[config.mk]
export PLATFORM = sky130hd
export DESIGN_NAME = bump_turn_avoidance_controller_core
export DESIGN_NICKNAME = d
export VERILOG_FILES = /design/src/hdl/btac_pkg.sv /design/src/hdl/bump_turn_avoidance_controller_core.sv /design/src/hdl/btac_step.sv
export SDC_FILE = /design/constraint.sdc
export NUM_CORES = 1
export LEC_CHECK = 0
export BUFFER_PORTS_ARGS = -buffer_cell sky130_fd_sc_hd__buf_2
export CORE_UTILIZATION = 51
export CTS_CLUSTER_SIZE = 14
export DETAILED_ROUTE_END_ITERATION = 6
export PLACE_DENSITY = 0.88
export RECOVER_POWER = 100
export REMOVE_ABC_BUFFERS = 1
export SYNTH_ARGS = -nofsm -noshare
export SYNTH_HDL_FRONTEND = slang
export SYNTH_SLANG_ARGS = --single-unit
[constraint.sdc]
create_clock -name clock -period 3.3 [get_ports clock]
set_clock_uncertainty 0.05 [all_clocks]
set_input_delay 0.66 -clock clock [delete_from_list [all_inputs] [get_ports clock]]
set_output_delay 0.66 -clock clock [all_outputs]
set_load 0.01 [all_outputs]
[src/hdl/btac_pkg.sv]
package btac_pkg;

   // controller modes, as shown on the mode output
   typedef enum logic [3:0] {
      MODE_STOP      = 4'd0,
      MODE_IDLE      = 4'd1,
      MODE_DRIVE     = 4'd2,
      MODE_REVERSE   = 4'd3,
      MODE_WAIT      = 4'd4,
      MODE_PAUSE     = 4'd5,
      MODE_LEFT      = 4'd6,
      MODE_RIGHT     = 4'd7,
      MODE_TURN_WAIT = 4'd9
   } mode_type;

   // mode code that is never produced
   localparam logic [3:0] MODE_CODE_UNUSED = 4'd8;

   // register indexes on the configuration port
   localparam logic [2:0] REG_DRIVE_TORQUE   = 3'd0;
   localparam logic [2:0] REG_BACKOFF_TORQUE = 3'd1;
   localparam logic [2:0] REG_TURN_TORQUE    = 3'd2;
   localparam logic [2:0] REG_REVERSE_MS     = 3'd3;
   localparam logic [2:0] REG_PAUSE_MS       = 3'd4;

   // countdown stays within -1023..16383
   localparam int CNT_W = 15;

   // register reset values
   localparam logic signed [7:0] DRIVE_TORQUE_RST   = -8'sd20;
   localparam logic signed [7:0] BACKOFF_TORQUE_RST = 8'sd15;
   localparam logic [6:0]        TURN_TORQUE_RST    = 7'd15;
   localparam logic [13:0]       REVERSE_MS_RST     = 14'd600;
   localparam logic [13:0]       PAUSE_MS_RST       = 14'd200;

   // controller state carried from one transaction to the next
   typedef struct packed {
      mode_type                mode;
      logic signed [CNT_W-1:0] countdown;
      logic                    latched_left;
      logic                    latched_right;
      logic signed [7:0]       left_torque;
      logic signed [7:0]       right_torque;
   } state_type;

   // configuration values seen by the step logic
   typedef struct packed {
      logic signed [7:0] drive_torque;
      logic signed [7:0] backoff_torque;
      logic [6:0]        turn_torque;
      logic [13:0]       reverse_ms;
      logic [13:0]       pause_ms;
   } cfg_type;

endpackage

[src/hdl/bump_turn_avoidance_controller_core.sv]
// an accepted transaction passes two register stages, the request register and
// the result register, on its way to the rsp_ ports
// throughput: one transaction per cycle while rsp_stall allows; the mode update
// with its single countdown subtraction completes between the two registers
// reset (synchronous, active high): mode stop, countdown and torques zero,
// configuration registers back to their documented defaults, pipeline empty
module bump_turn_avoidance_controller_core (
   input  logic              clock,
   input  logic              reset,
   // request channel
   input  logic              req_valid,
   output logic              req_stall,
   input  logic              req_start_req,
   input  logic              req_left_hit,
   input  logic              req_right_hit,
   input  logic [9:0]        req_elapsed_ms,
   input  logic              req_random_side,
   input  logic [8:0]        req_random_turn_ms,
   // result channel
   output logic              rsp_valid,
   input  logic              rsp_stall,
   output logic signed [7:0] rsp_left_torque_out,
   output logic signed [7:0] rsp_right_torque_out,
   output logic [3:0]        rsp_mode_out,
   // configuration port
   input  logic              psel,
   input  logic              penable,
   input  logic              pwrite,
   input  logic [4:0]        paddr,
   input  logic [31:0]       pwdata,
   output logic [31:0]       prdata,
   output logic              pready
);

   btac_pkg::cfg_type   cfg_ff;
   btac_pkg::state_type state_ff;
   btac_pkg::state_type state_in;

   logic       in_vld_ff;
   logic       start_ff;
   logic       left_hit_ff;
   logic       right_hit_ff;
   logic [9:0] elapsed_ff;
   logic       side_ff;
   logic [8:0] turn_ms_ff;

   logic              out_vld_ff;
   logic signed [7:0] left_out_ff;
   logic signed [7:0] right_out_ff;
   logic [3:0]        mode_out_ff;

   logic advance;
   logic cfg_wr;
   logic req_take;

   assign pready  = 1'b1;
   assign cfg_wr  = psel && penable && pwrite;
   assign advance = in_vld_ff && (!out_vld_ff || !rsp_stall);
   assign req_stall = in_vld_ff && !advance;
   assign req_take  = req_valid && !req_stall;

   // configuration registers
   always_ff @(posedge clock) begin
      if (reset) begin
         cfg_ff.drive_torque   <= btac_pkg::DRIVE_TORQUE_RST;
         cfg_ff.backoff_torque <= btac_pkg::BACKOFF_TORQUE_RST;
         cfg_ff.turn_torque    <= btac_pkg::TURN_TORQUE_RST;
         cfg_ff.reverse_ms     <= btac_pkg::REVERSE_MS_RST;
         cfg_ff.pause_ms       <= btac_pkg::PAUSE_MS_RST;
      end else if (cfg_wr) begin
         case (paddr[4:2])
            btac_pkg::REG_DRIVE_TORQUE:   cfg_ff.drive_torque   <= pwdata[7:0];
            btac_pkg::REG_BACKOFF_TORQUE: cfg_ff.backoff_torque <= pwdata[7:0];
            btac_pkg::REG_TURN_TORQUE:    cfg_ff.turn_torque    <= pwdata[6:0];
            btac_pkg::REG_REVERSE_MS:     cfg_ff.reverse_ms     <= pwdata[13:0];
            btac_pkg::REG_PAUSE_MS:       cfg_ff.pause_ms       <= pwdata[13:0];
            default: begin
            end
         endcase
      end
   end

   // register read-back
   always_comb begin
      case (paddr[4:2])
         btac_pkg::REG_DRIVE_TORQUE:   prdata = {24'd0, cfg_ff.drive_torque};
         btac_pkg::REG_BACKOFF_TORQUE: prdata = {24'd0, cfg_ff.backoff_torque};
         btac_pkg::REG_TURN_TORQUE:    prdata = {25'd0, cfg_ff.turn_torque};
         btac_pkg::REG_REVERSE_MS:     prdata = {18'd0, cfg_ff.reverse_ms};
         btac_pkg::REG_PAUSE_MS:       prdata = {18'd0, cfg_ff.pause_ms};
         default:                      prdata = 32'd0;
      endcase
   end

   // request register
   always_ff @(posedge clock) begin
      if (reset) begin
         in_vld_ff <= 1'b0;
      end else if (req_take) begin
         in_vld_ff <= 1'b1;
      end else if (advance) begin
         in_vld_ff <= 1'b0;
      end
   end

   always_ff @(posedge clock) begin
      if (req_take) begin
         start_ff     <= req_start_req;
         left_hit_ff  <= req_left_hit;
         right_hit_ff <= req_right_hit;
         elapsed_ff   <= req_elapsed_ms;
         side_ff      <= req_random_side;
         turn_ms_ff   <= req_random_turn_ms;
      end
   end

   // mode update for the buffered transaction
   btac_step u_step (
      .cur            (state_ff),
      .cfg            (cfg_ff),
      .start_req      (start_ff),
      .left_hit       (left_hit_ff),
      .right_hit      (right_hit_ff),
      .elapsed_ms     (elapsed_ff),
      .random_side    (side_ff),
      .random_turn_ms (turn_ms_ff),
      .nxt            (state_in)
   );

   // controller state
   always_ff @(posedge clock) begin
      if (reset) begin
         state_ff.mode          <= btac_pkg::MODE_STOP;
         state_ff.countdown     <= '0;
         state_ff.latched_left  <= 1'b0;
         state_ff.latched_right <= 1'b0;
         state_ff.left_torque   <= '0;
         state_ff.right_torque  <= '0;
      end else if (advance) begin
         state_ff <= state_in;
      end
   end

   // result register
   always_ff @(posedge clock) begin
      if (reset) begin
         out_vld_ff <= 1'b0;
      end else if (advance) begin
         out_vld_ff <= 1'b1;
      end else if (!rsp_stall) begin
         out_vld_ff <= 1'b0;
      end
   end

   always_ff @(posedge clock) begin
      if (advance) begin
         left_out_ff  <= state_in.left_torque;
         right_out_ff <= state_in.right_torque;
         mode_out_ff  <= state_in.mode;
      end
   end

   assign rsp_valid            = out_vld_ff;
   assign rsp_left_torque_out  = left_out_ff;
   assign rsp_right_torque_out = right_out_ff;
   assign rsp_mode_out         = mode_out_ff;

endmodule

[src/hdl/btac_step.sv]
module btac_step (
   input  btac_pkg::state_type cur,
   input  btac_pkg::cfg_type   cfg,
   input  logic                start_req,
   input  logic                left_hit,
   input  logic                right_hit,
   input  logic [9:0]          elapsed_ms,
   input  logic                random_side,
   input  logic [8:0]          random_turn_ms,
   output btac_pkg::state_type nxt
);

   btac_pkg::state_type       mid;
   logic signed [7:0]         turn_pos;
   logic signed [btac_pkg::CNT_W:0] cnt_sub;

   assign turn_pos = $signed({1'b0, cfg.turn_torque});

   // mode action for one tick
   always_comb begin
      mid = cur;
      case (cur.mode)
         btac_pkg::MODE_IDLE: begin
            mid.left_torque  = cfg.drive_torque;
            mid.right_torque = cfg.drive_torque;
            mid.mode         = btac_pkg::MODE_DRIVE;
         end
         btac_pkg::MODE_DRIVE: begin
            if (left_hit || right_hit) begin
               mid.latched_left  = left_hit;
               mid.latched_right = right_hit;
               mid.mode          = btac_pkg::MODE_REVERSE;
            end
         end
         btac_pkg::MODE_REVERSE: begin
            mid.countdown    = $signed({1'b0, cfg.reverse_ms});
            mid.left_torque  = cfg.backoff_torque;
            mid.right_torque = cfg.backoff_torque;
            mid.mode         = btac_pkg::MODE_WAIT;
         end
         btac_pkg::MODE_WAIT: begin
            if (cur.countdown <= $signed({btac_pkg::CNT_W{1'b0}})) begin
               mid.left_torque  = '0;
               mid.right_torque = '0;
               mid.countdown    = $signed({1'b0, cfg.pause_ms});
               mid.mode         = btac_pkg::MODE_PAUSE;
            end
         end
         btac_pkg::MODE_PAUSE: begin
            if (cur.countdown <= $signed({btac_pkg::CNT_W{1'b0}})) begin
               if (cur.latched_left && cur.latched_right) begin
                  mid.mode = random_side ? btac_pkg::MODE_LEFT : btac_pkg::MODE_RIGHT;
               end else if (cur.latched_left) begin
                  mid.mode = btac_pkg::MODE_LEFT;
               end else if (cur.latched_right) begin
                  mid.mode = btac_pkg::MODE_RIGHT;
               end else begin
                  mid.mode = btac_pkg::MODE_IDLE;
               end
            end
         end
         btac_pkg::MODE_LEFT: begin
            mid.countdown    = $signed({{(btac_pkg::CNT_W-9){1'b0}}, random_turn_ms});
            mid.left_torque  = turn_pos;
            mid.right_torque = -turn_pos;
            mid.mode         = btac_pkg::MODE_TURN_WAIT;
         end
         btac_pkg::MODE_RIGHT: begin
            mid.countdown    = $signed({{(btac_pkg::CNT_W-9){1'b0}}, random_turn_ms});
            mid.left_torque  = -turn_pos;
            mid.right_torque = turn_pos;
            mid.mode         = btac_pkg::MODE_TURN_WAIT;
         end
         btac_pkg::MODE_TURN_WAIT: begin
            if (cur.countdown <= $signed({btac_pkg::CNT_W{1'b0}})) begin
               if (right_hit) begin
                  mid.mode = btac_pkg::MODE_RIGHT;
               end else if (left_hit) begin
                  mid.mode = btac_pkg::MODE_LEFT;
               end else begin
                  mid.mode = btac_pkg::MODE_IDLE;
               end
            end
         end
         default: begin
            mid = cur;
         end
      endcase
   end

   // timer decrement while non-negative
   assign cnt_sub = {mid.countdown[btac_pkg::CNT_W-1], mid.countdown}
                    - $signed({{(btac_pkg::CNT_W-9){1'b0}}, elapsed_ms});

   // start request keeps the current state, drops this tick's update and forces idle mode
   always_comb begin
      nxt = mid;
      if (!mid.countdown[btac_pkg::CNT_W-1]) begin
         nxt.countdown = cnt_sub[btac_pkg::CNT_W-1:0];
      end
      if (start_req) begin
         nxt      = cur;
         nxt.mode = btac_pkg::MODE_IDLE;
      end
   end

endmodule

==> results of run 1 <==
cell families (layout without fill, tap and decap cells):
family,Yosys count,in the layout,synth area share [%]
flops,133,133,46.1
simple gates,301,301,20.5
buf+inv,86,188,6.04
fa+ha+maj,12,12,2.35
compound gates,188,188,18.7
mux,30,30,4.56
xor+xnor,13,13,1.70
other cells,2,19,0.112
flip-flops by register name, summed over array words and instances (netlist names):
| signal | flops |
|---|---|
| cfg_ff | 51 |
| state_ff | 37 |
| elapsed_ff | 10 |
| turn_ms_ff | 9 |
| rsp_left_torque_out | 8 |
| rsp_right_torque_out | 8 |
| rsp_mode_out | 4 |
| in_vld_ff | 1 |
| left_hit_ff | 1 |
| right_hit_ff | 1 |
| rsp_valid | 1 |
| side_ff | 1 |
| start_ff | 1 |
cell usage after synthesis, drive strengths merged, types with 2 or more instances:
library cell / instances / area share (%)
nand2: 149 / 8.3
dfxtp: 90 / 27
a21oi: 56 / 4.2
nor2: 54 / 3.0
edfxtp: 43 / 19
clkbuf: 40 / 2.2
o21ai: 29 / 2.2
buf: 26 / 2.7
mux2i: 25 / 3.7
a22oi: 23 / 2.6
inv: 20 / 1.1
nand3: 20 / 1.5
nor3: 16 / 1.2
nor2b: 15 / 1.4
a22o: 13 / 1.7
ha: 11 / 2.0
o22ai: 10 / 0.93
a222oi: 9 / 1.3
xor2: 9 / 1.2
nor4: 8 / 0.93
or3: 7 / 0.65
a21o: 6 / 0.67
nand2b: 6 / 0.60
a211oi: 5 / 0.63
a2bb2oi: 5 / 0.65
mux2: 5 / 0.84
o211ai: 5 / 0.56
o31ai: 5 / 0.56
and2: 4 / 0.37
and3: 4 / 0.37
nand4: 4 / 0.37
o21a: 4 / 0.45
xnor2: 4 / 0.52
a31o: 3 / 0.39
a31oi: 3 / 0.28
or2: 3 / 0.28
a221o: 2 / 0.30
a311oi: 2 / 0.26
a32oi: 2 / 0.26
conb: 2 / 0.11
nand3b: 2 / 0.22
nor3b: 2 / 0.22
nor4b: 2 / 0.35
nor4bb: 2 / 0.30
report_power, final:
| part | total (W) | switching, W | internal (W) |
|---|---|---|---|
| clock | 0.00193 | 0.000743 | 0.00119 |
| sequential | 0.00177 | 0.0000287 | 0.00174 |
| combinational | 0.000412 | 0.000255 | 0.000157 |
critical path, delay by kind of cell (launching register included):
kind / cells / cell delay [ns]
compound gates: 6 / 1.37
fa+ha+maj: 1 / 0.27
buf+inv: 1 / 0.18
flops: 1 / 0.32
simple gates: 6 / 0.93
cell usage in the layout, fill, tap and decap left out, types with 5 or more instances in the layout:
cell type,synthesis,layout
nand2_1,149,147
dfxtp_1,90,90
nor2_1,54,54
a21oi_1,55,51
clkbuf_1,40,47
buf_2,3,45
edfxtp_1,43,43
buf_4,21,41
mux2i_1,25,25
o21ai_0,28,23
a22oi_1,23,23
nand3_1,20,20
inv_1,19,19
conb_1,2,19
clkbuf_16,0,17
nor2b_1,15,14
nor3_1,16,13
a22o_1,13,13
o22ai_1,10,10
ha_1,11,10
xor2_1,9,9
a222oi_1,9,9
or3_1,7,7
a21o_1,6,6
o31ai_1,5,5
mux2_2,5,5
o211ai_1,5,5
a2bb2oi_1,5,5
final cells by class:
type                    count  area, µm²
fillers                  1104       4610
multi-input cells         563       3380
flip-flops and latches    133       3090
repair buffers            136        739
clock buffers              17        425
well taps                 172        215
clock inverters            15        179
inverters                  20       75.1
per-stage QoR:
step / util [%] / hold WS, ns / instances / power, W / instance area, µm²
final: 63.7 / 0.351 / 1056 / 0.00411 / 8110
after global routing: 63.7 / 0.344 / 1056 / 0.00424 / 8110
after CTS: 63.5 / 0.344 / 1053 / 0.00410 / 8080
after detailed placement: 58.7 / 0.404 / 1021 / 0.00219 / 7470
after global placement: 58.7 / 0.394 / 1021 / 0.00218 / 7470
after floorplan: - / 0.381 / 716 / 0.00201 / 6450
worst paths after layout:
path	start	to	slack, ns
min	req_random_turn_ms[6]	turn_ms_ff[6]$_DFFE_PP_	0.35
min reg2reg	state_ff[0]$_SDFFE_PP0P_	state_ff[0]$_SDFFE_PP0P_	0.42
max	state_ff[21]$_SDFFE_PP0P_	state_ff[27]$_SDFFE_PP0P_	0.08
max reg2reg	state_ff[21]$_SDFFE_PP0P_	state_ff[27]$_SDFFE_PP0P_	0.08
metal layers:
metal	global-route usage (%)	vias to the layer above	wire [µm]
met5	0	-	0
met4	12.6	0	509
met3	5.66	44	1370
met2	45.5	323	8410
met1	31.7	2901	7180
li1	-	2913	-
timing repair:
item | in CTS | in global routing
buffers inserted | 0 | 3
hold endpoints to repair | 0 | 0
pin swaps | 1 | 17
gates cloned | 0 | 0
gates resized for setup | 2 | 29
setup endpoints to repair | 6 | 11
==> summary by stage, run 1 <==
Synthesis
Synthesis handed over a netlist of 765 instances. The sequential element share of the synthesized area is 46.1%. The number of synthesized flops with an enable pin is 43. The leading register cell type out of synthesis is dfxtp_1. Yosys printed 0 warnings. The async set-or-reset flop fraction in the synthesized netlist is 0%. The number of register bits inferred by synthesis is 133. The cell area after synthesis is 6720 µm². Dividing the synthesized area by the synthesized cell count gives a little under 9 µm². Counting distinct cell types in the post-synthesis netlist gives 65.

Clocking
The TritonCTS buffer count is 17. Buffers inserted to repair hold after CTS numbered 0. The clock root buffer master is clkbuf_16. Counting along the longest clock path gives a buffer depth of 2. CTS saw 133 sinks. In this run the number of H-tree levels came out at 4. For the worst-skew pair, the clock arrives at the later sink with an insertion delay of 0.43 ns. TritonCTS built the clock tree. The clock-pin transition on the worst setup and hold timing paths is ~0.060 ns.

Routing
The wire length after detailed routing is 17500 µm. The first-pass iteration count of the detailed router is 6. The per-cell via count in the routed design is 5.85. The routed length per placed instance is 16.5 µm. For this run, design rule violations remaining after detail routing come to 0. After the first detailed-routing iteration, the DRC count stood at 623. Summing over every cut layer, the via total after detailed routing is 6181. The remaining antenna violation count is 0.

Floorplan
In this run the horizontal extent of the chip is 117 µm. The row count is between 40 and 50. For this configuration, the core starts out at a cell density of 52.8%.

The vertical die dimension is 117 µm. The area of the core is roughly 13000 µm². between 100 and 150 I/O pins were placed. The die area is 13600 µm².

Worst setup path
Among the stages of the critical path, the cell type that occurs most often is o21ai_2. The slowest stage of the critical path belongs to the cell a221o_1. The class of the most critical setup path is reg -> reg.

At the worst endpoint, the required time is around 3.6 ns. The length in cells of the worst reg-to-reg path is 14. The endpoint kind of the worst setup timing path is a register. The category of the worst setup path launch point is a register.

For the worst setup path, the data arrival time is about 3.5 ns. Along the worst path, the maximum fanout reaches 3. The longest individual stage delay on the worst path is 0.37 ns.

Traced cell by cell, the critical path runs through nor4_2 > clkbuf_4 > nand4_1 > nand3_1 > nand2b_2 > a221o_1 > ha_1 > nor2b_1 > o21ai_2 > a21o_1 > nand2_2 > a31o_2 > a211oi_2 > o21ai_2.

Timing
The final setup TNS is 0 ns. The post-layout worst setup margin is 0.0763 ns. The total count of max-transition violations in the final report was 0.

The routed design could run at a clock period as short as around 3.2 ns. The highest clock rate is 310 MHz. The setup violation total in the final timing report is 0. For the pin with the worst max-slew slack, the measured transition is 1.41 ns.

Measured against its own limit, the worst slew margin works out to 6.19%. Dividing the final minimum period by the clock period gives a little over nine tenths. The number of hold-slack violations in the final timing report came to 0.

Placed design
Timing analysis after detailed placement gives a worst setup slack of -0.117 ns. The count of buffers added on input and output ports is 82. The half-perimeter wire length after placement is 12200 µm. The weighted congestion at the end of routability-driven global placement is 0.956.

Min path
The worst hold path belongs to the class in -> reg. Counting instances, the worst hold path has a depth of 1.

Power and ir drop
Summed over all cells, the static leakage comes to between 3 and 4 nW. The maximum VDD drop is approximately 0.00048 V. In this run the power density over the cells is 507 nW/µm².

Global route
The number of global-route vias before repair is 5641. The pin count of the biggest net entering global routing is 45. Global routing consumed, over all layers together, between 20% and 30% of the routing resources. The first global-routing pass estimated 27400 µm of wire. The leftover overflow at the end of global routing is 0. The initial antenna violation count is 0.

Finish
At the end of the flow, the number of nets in the layout was 950. The layout overhead on the synthesized area is 20.7%. The share of layout cells above drive strength 1 is 17.8%.

The number of diodes added for antenna fixing is 0.

Job
The number of violations of the max-capacitance limit is 0.

Run status
The flow ran to the end, and the final reports show no timing, DRC or antenna violations.
Note: power is estimated with default switching activity, not from simulation.
==> inputs of run 2 (changes only) <==
- CORE_ASPECT_RATIO: default -> 1.4
==> run 2 against run 1 <==
The flow now finishes with violations (max-capacitance violations, max-slew violations, negative setup slack). Non-clock buffer count grew 3. Hold slack gained 0.0056 ns. Cell count shrank 1.5%. Sequential power is essentially flat. Critical endpoint unchanged. Largest cell class unchanged.
==> summary by stage, run 2 (synthesized netlist as in run 1, its figures left out) <==
Global route
The global routing usage summed across all routing layers is 25.6%. The pin count of the biggest net entering global routing is 37. The first global-routing pass estimated 27100 µm of wire. The number of global-route vias before repair is 5804.

After global routing the overflow that remains totals 0. The initial antenna violation count was 0.

Clocking
The clock-pin transition on the worst setup and hold timing paths is 0.06 ns. The clock net in this run drives a total of 133 sinks. The clock root buffer master is clkbuf_16. The clock tree synthesis step divided the H-tree into 4 levels. The TritonCTS clock tree is yes. The maximum buffer depth of the clock tree is 2. The number of hold buffers added after CTS is 0. TritonCTS created 17 clock buffers. Clock latency on the worst-skew pair, taken at its later pin, is around 0.42 ns.

Min path
The min-delay analysis places its worst path in the category in -> reg. The worst hold path terminates at elapsed_ff[4]$_DFFE_PP_. The startpoint identified for the worst hold timing path is req_elapsed_ms[4]. Along the worst hold path, the cell count comes to 1.

Finish
Ranked by flip-flop count, first place goes to cfg_ff. The commonest non-fill, non-tap cell in the layout is nand2_1. The multi-input combinational cell area is 3420 µm². In the layout the commonest cells are nand2_1 (147), dfxtp_1 (88), buf_2 (57), nor2_1 (54), a21oi_1 (52). In the final layout, the registers with the most flip-flops are cfg_ff: 51 flops, state_ff: 37 flops, elapsed_ff: 10 flops. The register with the most flip-flops in the layout has 51 of them.

Counting the fill cells in the layout gives ~970. The area taken by flip-flops and latches is 3100 µm². The post-route netlist has around a fifth of its cells at a drive strength greater than 1.

In the final design database the tool counted around 950 nets. The number of diodes added for antenna fixing is 0. The layout overhead on the synthesized area is 22.2%.

Worst setup path
The maximum net fanout on the critical path is 4. The capturing point of the worst reg2reg path is state_ff[27]$_SDFFE_PP0P_. The beginning of the worst register-to-register path is state_ff[29]$_SDFFE_PP0P_. The slack of the worst reg-to-reg path is -0.03 ns. The length in cells of the worst reg-to-reg path is 13. Data on the critical path is required at its endpoint by 3.61 ns. STA classifies the critical path startpoint as a register.

The class of the most critical setup path is reg -> reg. The endpoint kind of the worst setup timing path is a register. The critical path arrival is 3.64 ns.

Timing
The post-layout worst setup margin is -0.0325 ns. For this run, the top clock speed supported by timing is 300 MHz. The worst hold slack is 0.357 ns. The total count of max-transition violations in the final report is 31.

At the pin with the least slew margin, the transition time is ~1.6 ns. The number of hold-slack violations in the final timing report is 0. Setup repair after global routing could not meet its margin everywhere. The worst pin sits at a relative slew slack of -5.57%. The setup violation total in the final timing report is 2.

The worst path uses 101% of the clock period. The clock period minus worst slack is 3.33 ns.

Placed design
The worst setup slack after placement is -0.133 ns. The half-perimeter wire length after placement is 12000 µm. The weighted congestion at the end of routability-driven global placement is 0.965. Port buffering added 82 buffers.

Floorplan
The die area is 13600 µm². The area of the core is 12900 µm². The initialized floorplan defines 49 standard-cell rows. The initial core utilization is a little over half.

From bottom edge to top edge, the die measures about 140 µm. The width of the die is 99.0 µm. Pin placement for this block handled 122 I/O pins.

Power and ir drop
The total power per unit cell area is around 520 nW/µm². The maximum VDD drop is 0.000377 V. The overall power is about 0.0043 W.

The leakage power is 3.26 nW.

Routing
The met2 wire length is 9090 µm. Routed signal wires occupy layers up through met4. In the routed layout, each cell is associated on average with a via count of about 6.0.

The routed length per placed instance is 17.3 µm. The via total after detailed routing is 6271. The number of DRC violations after detailed routing is 0. The first-pass iteration count of the detailed router is 6.

The wire length after detailed routing is 18000 µm. The remaining antenna violation count is 0. The met1 routed wirelength after detailed routing is 6610 µm. Wire segments on met3 add up to 1340 µm in the final route. The starting DRC count in detailed routing is 501.

Job
The tool flagged a number of max-cap violations equal to 1.

Run status
The flow ran to the end, but the final reports show violations. The final reports fail on max-capacitance violations, max-slew violations, negative setup slack.
## run 2: cell types whose count changed in the layout (fill, tap and decap cells not counted), sizes merged
cell	change
clkinv	-3
buf	+16
clkbuf	-12
bufinv	+2
## run 2: timing repair
action,in CTS,in global routing
gates resized for setup,6,27
gates cloned,0,1
endpoints found under the setup margin,8,10
pin swaps,1,17
buffers inserted,0,5
## run 2: worst max-delay path by stage
stage                                          from                        end  slack [ns]
final                     state_ff[29]$_SDFFE_PP0P_  state_ff[27]$_SDFFE_PP0P_       -0.03
after global routing      state_ff[19]$_SDFFE_PP0P_  state_ff[27]$_SDFFE_PP0P_       -0.15
after floorplan           state_ff[34]$_SDFFE_PP0P_  state_ff[28]$_SDFFE_PP0P_       -0.34
after CTS                 state_ff[19]$_SDFFE_PP0P_  state_ff[27]$_SDFFE_PP0P_       -0.06
after global placement    state_ff[29]$_SDFFE_PP0P_  state_ff[28]$_SDFFE_PP0P_       -0.01
after detailed placement  state_ff[28]$_SDFFE_PP0P_  state_ff[28]$_SDFFE_PP0P_       -0.13
## run 2: area by class of cell
type	instances	area share, %
flip-flops and latches	133	37.7
clock inverters	14	2.73
repair buffers	139	9.42
well taps	153	2.33
clock buffers	18	5.23
multi-input cells	563	41.7
inverters	20	0.915
## run 2: critical path, cell delays in order, from the launching register on
cell	delay [ns]
dfxtp_1	0.33
nor4_2	0.34
nand4_1	0.31
nand3_2	0.19
nand2b_4	0.09
a221o_1	0.37
ha_1	0.31
nor2b_4	0.13
o21ai_2	0.13
buf_4	0.15
a21o_4	0.15
a21oi_4	0.08
or4_4	0.49
o21ai_2	0.15
## run 2: through the flow
stage / util (%) / cells / setup TNS, ns / instance area [µm²]
6_report: 63.7 / 1040 / -0.0628 / 8210
5_1_grt: 63.7 / 1040 / -0.840 / 8210
4_1_cts: 63.0 / 1034 / -0.0672 / 8110
3_5_place_dp: 57.8 / 1002 / -0.422 / 7440
3_3_place_gp: 57.8 / 1002 / -0.0104 / 7440
2_1_floorplan: - / 716 / -1.82 / 6450
## run 2: per-layer routing
metal,global-route usage [%],vias to the layer above
li1,-,2918
met1,27.9,2899
met2,44.9,364
met3,6.14,90
met4,16.0,0
met5,0,-
## run 2: power by group
part | switching [W] | internal, W
logic | 0.000266 | 0.000172
clock network | 0.000741 | 0.00135
registers | 0.0000289 | 0.00174
